### src/aesd_ram.sv
`timescale 1ns / 1ps
// Generic single-port-write, single-port-read RAM with a registered read.
// No dependencies.
module aesd_ram #(
	parameter int unsigned WIDTH = 128,
	parameter int unsigned DEPTH = 15
) (
	input  logic                     clk,
	input  logic                     wr_en,
	input  logic [$clog2(DEPTH)-1:0] wr_addr,
	input  logic [WIDTH-1:0]         wr_data,
	input  logic [$clog2(DEPTH)-1:0] rd_addr,
	output logic [WIDTH-1:0]         rd_data
);

	logic [WIDTH-1:0] mem_q [DEPTH];
	logic [WIDTH-1:0] rd_data_q;

	always_ff @(posedge clk) begin
		if (wr_en) begin
			mem_q[wr_addr] <= wr_data;
		end
		rd_data_q <= mem_q[rd_addr];
	end

	assign rd_data = rd_data_q;

endmodule

### config.mk
export PLATFORM = sky130hd
export DESIGN_NAME = aesd_ram
export DESIGN_NICKNAME = d
export VERILOG_FILES = /design/src/aesd_ram.sv
export SDC_FILE = /design/constraint.sdc
export NUM_CORES = 2
export LEC_CHECK = 0
export CAP_MARGIN = 10
export CELL_PAD_IN_SITES_DETAIL_PLACEMENT = 0
export CELL_PAD_IN_SITES_GLOBAL_PLACEMENT = 1
export CORE_MARGIN = 10
export CORE_UTILIZATION = 45
export DETAILED_ROUTE_END_ITERATION = 8
export DONT_BUFFER_PORTS = 1
export GPL_TIMING_DRIVEN = 0
export PLACE_DENSITY_LB_ADDON = 0.1
export SETUP_SLACK_MARGIN = 0.3
export SLEW_MARGIN = 30
export SYNTH_ARGS = -nofsm -noshare
export SYNTH_HDL_FRONTEND = slang
export SYNTH_SLANG_ARGS = --single-unit
### constraint.sdc
create_clock -name clk -period 18.8 [get_ports clk]
set_input_delay 3.76 -clock clk [delete_from_list [all_inputs] [get_ports clk]]
set_output_delay 3.76 -clock clk [all_outputs]
set_load 0.03 [all_outputs]
==> impl_metrics.env <==
export IMPL_status="finished, final reports clean"
export IMPL_worstMarginPinSlew_ps=1030
export IMPL_n_fill_cell=13060
export IMPL_drive_above_1_share=0.2183
export IMPL_routedWlPerCell_um=30.70
export IMPL_cts_resized=0
export IMPL_ys_flop_type="edfxtp_1"
export IMPL_syn_to_final_growth_pct=17.43
export IMPL_cts_sinks=2048
export IMPL_synth_fp_nets=3820
export IMPL_final_cells=6490
export IMPL_ios=266
export IMPL_min_path_type="reg2reg"
export IMPL_worstPathRequired_ps=19470
export IMPL_route_detailed_drc=0
export IMPL_cts_hold_buf=0
export IMPL_ant_nets=0
export IMPL_cpPeakStageDelay_ps=760
export IMPL_hold_path_depth=3
export IMPL_die_area_mm2=0.1849
export IMPL_final_core_util=0.5313
export IMPL_cp_end_kind="flop"
export IMPL_nNetsFinal=4232
export IMPL_max_freq_ghz=0.1614
export IMPL_gr_total_overflow=0
export IMPL_startpoint_type="input pin"
export IMPL_cap_violations=0
export IMPL_cp_cell_sequence="buf_2 -> buf_2 -> buf_2 -> clkbuf_1 -> a31oi_1 -> o21ai_0"
export IMPL_p_leak_nw=29.35
export IMPL_grt_pass1_wl_mm=284.6
export IMPL_syn_area_mm2=0.07566
export IMPL_synth_top_cells_by_area="edfxtp_1 (76%), mux4_2 (8.0%), mux2i_1 (4.8%), dfxtp_1 (3.4%), a22oi_1 (1.3%)"
export IMPL_holdCritStartpoint="mem_q[14][29]$_DFFE_PP_"
export IMPL_worst_path_most_repeated_cell="buf_2"
export IMPL_cellPowerDensity_mw_per_mm2=109.2
export IMPL_ys_seq_area_frac=0.7959
export IMPL_start_util=0.4524
export IMPL_root_buffer="clkbuf_16"
export IMPL_htree_levels=4
export IMPL_first_iter_violations=3510
export IMPL_die_h_um=430.0
export IMPL_setup_tns_ps=0
export IMPL_cts_tree="yes"
export IMPL_antenna_found_initial=9
export IMPL_crit_fanout=10
export IMPL_fp_dieW_um=430.0
export IMPL_r2r_start="mem_q[7][53]$_DFFE_PP_"
export IMPL_numPlacedInstances=6088
export IMPL_cts_buffer_depth=3
export IMPL_ys_types=31
export IMPL_rr_endpoint="rd_data[53]$_DFF_P_"
export IMPL_finClkSkew_ps=37.57
export IMPL_drtPass1Iterations=5
export IMPL_rr_worst_depth=3
export IMPL_vdd_drop_max_uv=109.9
export IMPL_worstPathArrival_ps=6860
export IMPL_synth_cells=3682
export IMPL_post_route_min_period_ps=6198
export IMPL_slew_viol_final=0
export IMPL_avgSynthCellArea_um2=20.55
export IMPL_yosysTopAreaCell="edfxtp_1"
export IMPL_core_mm2=0.1672
export IMPL_clk_latency_ps=850
export IMPL_cts_buffers=208
export IMPL_rsz0062_at_grt="false"
export IMPL_cp_top_family="buffers and inverters"
export IMPL_grt_usage=0.2137
export IMPL_cts_clk_slew_worst_paths_ps=60
export IMPL_async_reset_ff_frac=0
export IMPL_globalplace_congestion=0.7199
export IMPL_ff2ff_setup_slack_ps=17110
export IMPL_timing_critical_path_buf_inv=4
export IMPL_hold_violations=0
export IMPL_viasPerCell=5.650
export IMPL_synth_top_cell_area_share=0.7620
export IMPL_synth_edf_count=1920
export IMPL_io_buffers=0
export IMPL_setup_viol=0
export IMPL_routed_wl_mm=199.2
export IMPL_ys_warn_count=0
export IMPL_rows=150
export IMPL_grt_max_degree=20
export IMPL_synth_seq_cells=2048
export IMPL_finalCritPeriodShare=0.3297
export IMPL_path_class="in2reg"
export IMPL_grt_pass1_vias=38010
export IMPL_vias=36670
export IMPL_relSlewSlack=0.3134
export IMPL_cp_slowest_cell="o21ai_0"
export IMPL_dp_hpwl_mm=133.9
export IMPL_min_delay_worst_endpoint="rd_data[29]$_DFF_P_"
export IMPL_postCtsSetupBuffers=0
[worst reg2reg max path, cell delays in order, from the launching register on]
cell,delay [ps]
edfxtp_1,360
mux4_2,470
a22oi_1,210
o21ai_0,380
[layer usage]
metal | vias to the layer above | part of all wire | GRT usage
li1 | 15990 | - | -
met1 | 19460 | 0.42 | 0.2818
met2 | 981 | 0.51 | 0.3666
met3 | 238 | 0.056 | 0.03979
met4 | 0 | 0.021 | 0.05206
met5 | - | 0 | 0
[final cells by class]
class	count	area, um2	area share
diodes	8	20.02	0.0002253
repair buffers	202	3535	0.03978
flip-flops and latches	2048	60220	0.6778
clock buffers	305	6026	0.06782
multi-input cells	1424	14340	0.1614
plain buffers	207	1207	0.01359
well taps	2204	2758	0.03104
clock inverters	89	737.0	0.008295
inverters	3	11.26	0.0001267
[cell usage in the layout, fill, tap and decap left out, types with 103 or more instances in the layout]
cell type / n
a22oi_1: 128
clkbuf_16: 213
o21ai_1: 103
o22ai_1: 116
nand2b_1: 122
nand2_1: 130
dfxtp_1: 128
mux4_2: 268
a31oi_1: 116
mux2i_1: 360
buf_4: 138
clkbuf_1: 119
edfxtp_1: 1920
[cells by family after synthesis]
family,after synthesis,share of synthesized area
flops,2048,0.7959
simple gates,296,0.01915
buf+inv,210,0.01599
compound gates,500,0.04154
mux,628,0.1274
[sequential cells by signal, summed over array words and instances, names as in the netlist]
name     flops
mem_q     1920
rd_data    128
[metrics by stage]
step,setup slack (ps),cell area [um2],hold WS [ps],total power [W]
final,12600,88850,622.2,0.009700
after global routing,12660,88850,683.2,0.01001
after CTS,12650,88830,626.7,0.009799
after detailed placement,11710,82060,610.5,0.005750
after global placement,-6566,78420,616.7,0.005748
after floorplan,5113,75660,520.0,0.005557
[worst max path at each step]
stage,cells after the start,slack (ps),from,to
2_1_floorplan,2,5110,wr_addr[2],mem_q[0][0]$_DFFE_PP_
3_3_place_gp,2,-6570,wr_addr[2],mem_q[0][103]$_DFFE_PP_
3_5_place_dp,6,11710,rd_addr[2],rd_data[53]$_DFF_P_
4_1_cts,6,12650,rd_addr[2],rd_data[53]$_DFF_P_
5_1_grt,6,12660,rd_addr[2],rd_data[53]$_DFF_P_
6_report,6,12600,rd_addr[2],rd_data[53]$_DFF_P_
[cells in the mapped netlist, types with 2 or more instances]
cell / n
edfxtp_1: 1920
mux2i_1: 360
mux4_2: 268
nand2_1: 130
a22oi_1: 128
dfxtp_1: 128
nand2b_1: 122
a31oi_1: 116
o22ai_1: 116
o21ai_1: 103
clkbuf_1: 69
buf_2: 55
buf_4: 50
nor2_1: 31
buf_6: 22
o21ai_0: 13
a21oi_1: 12
o211ai_1: 12
buf_1: 11
nor3_1: 4
nand3b_1: 2
[power breakdown]
part / internal, W / switching (W) / total (W)
logic: 0.000171 / 0.000270 / 0.000440
clock network: 0.00234 / 0.00172 / 0.00406
registers: 0.00510 / 0.0000971 / 0.00520
(Power assumes the default switching activity.)
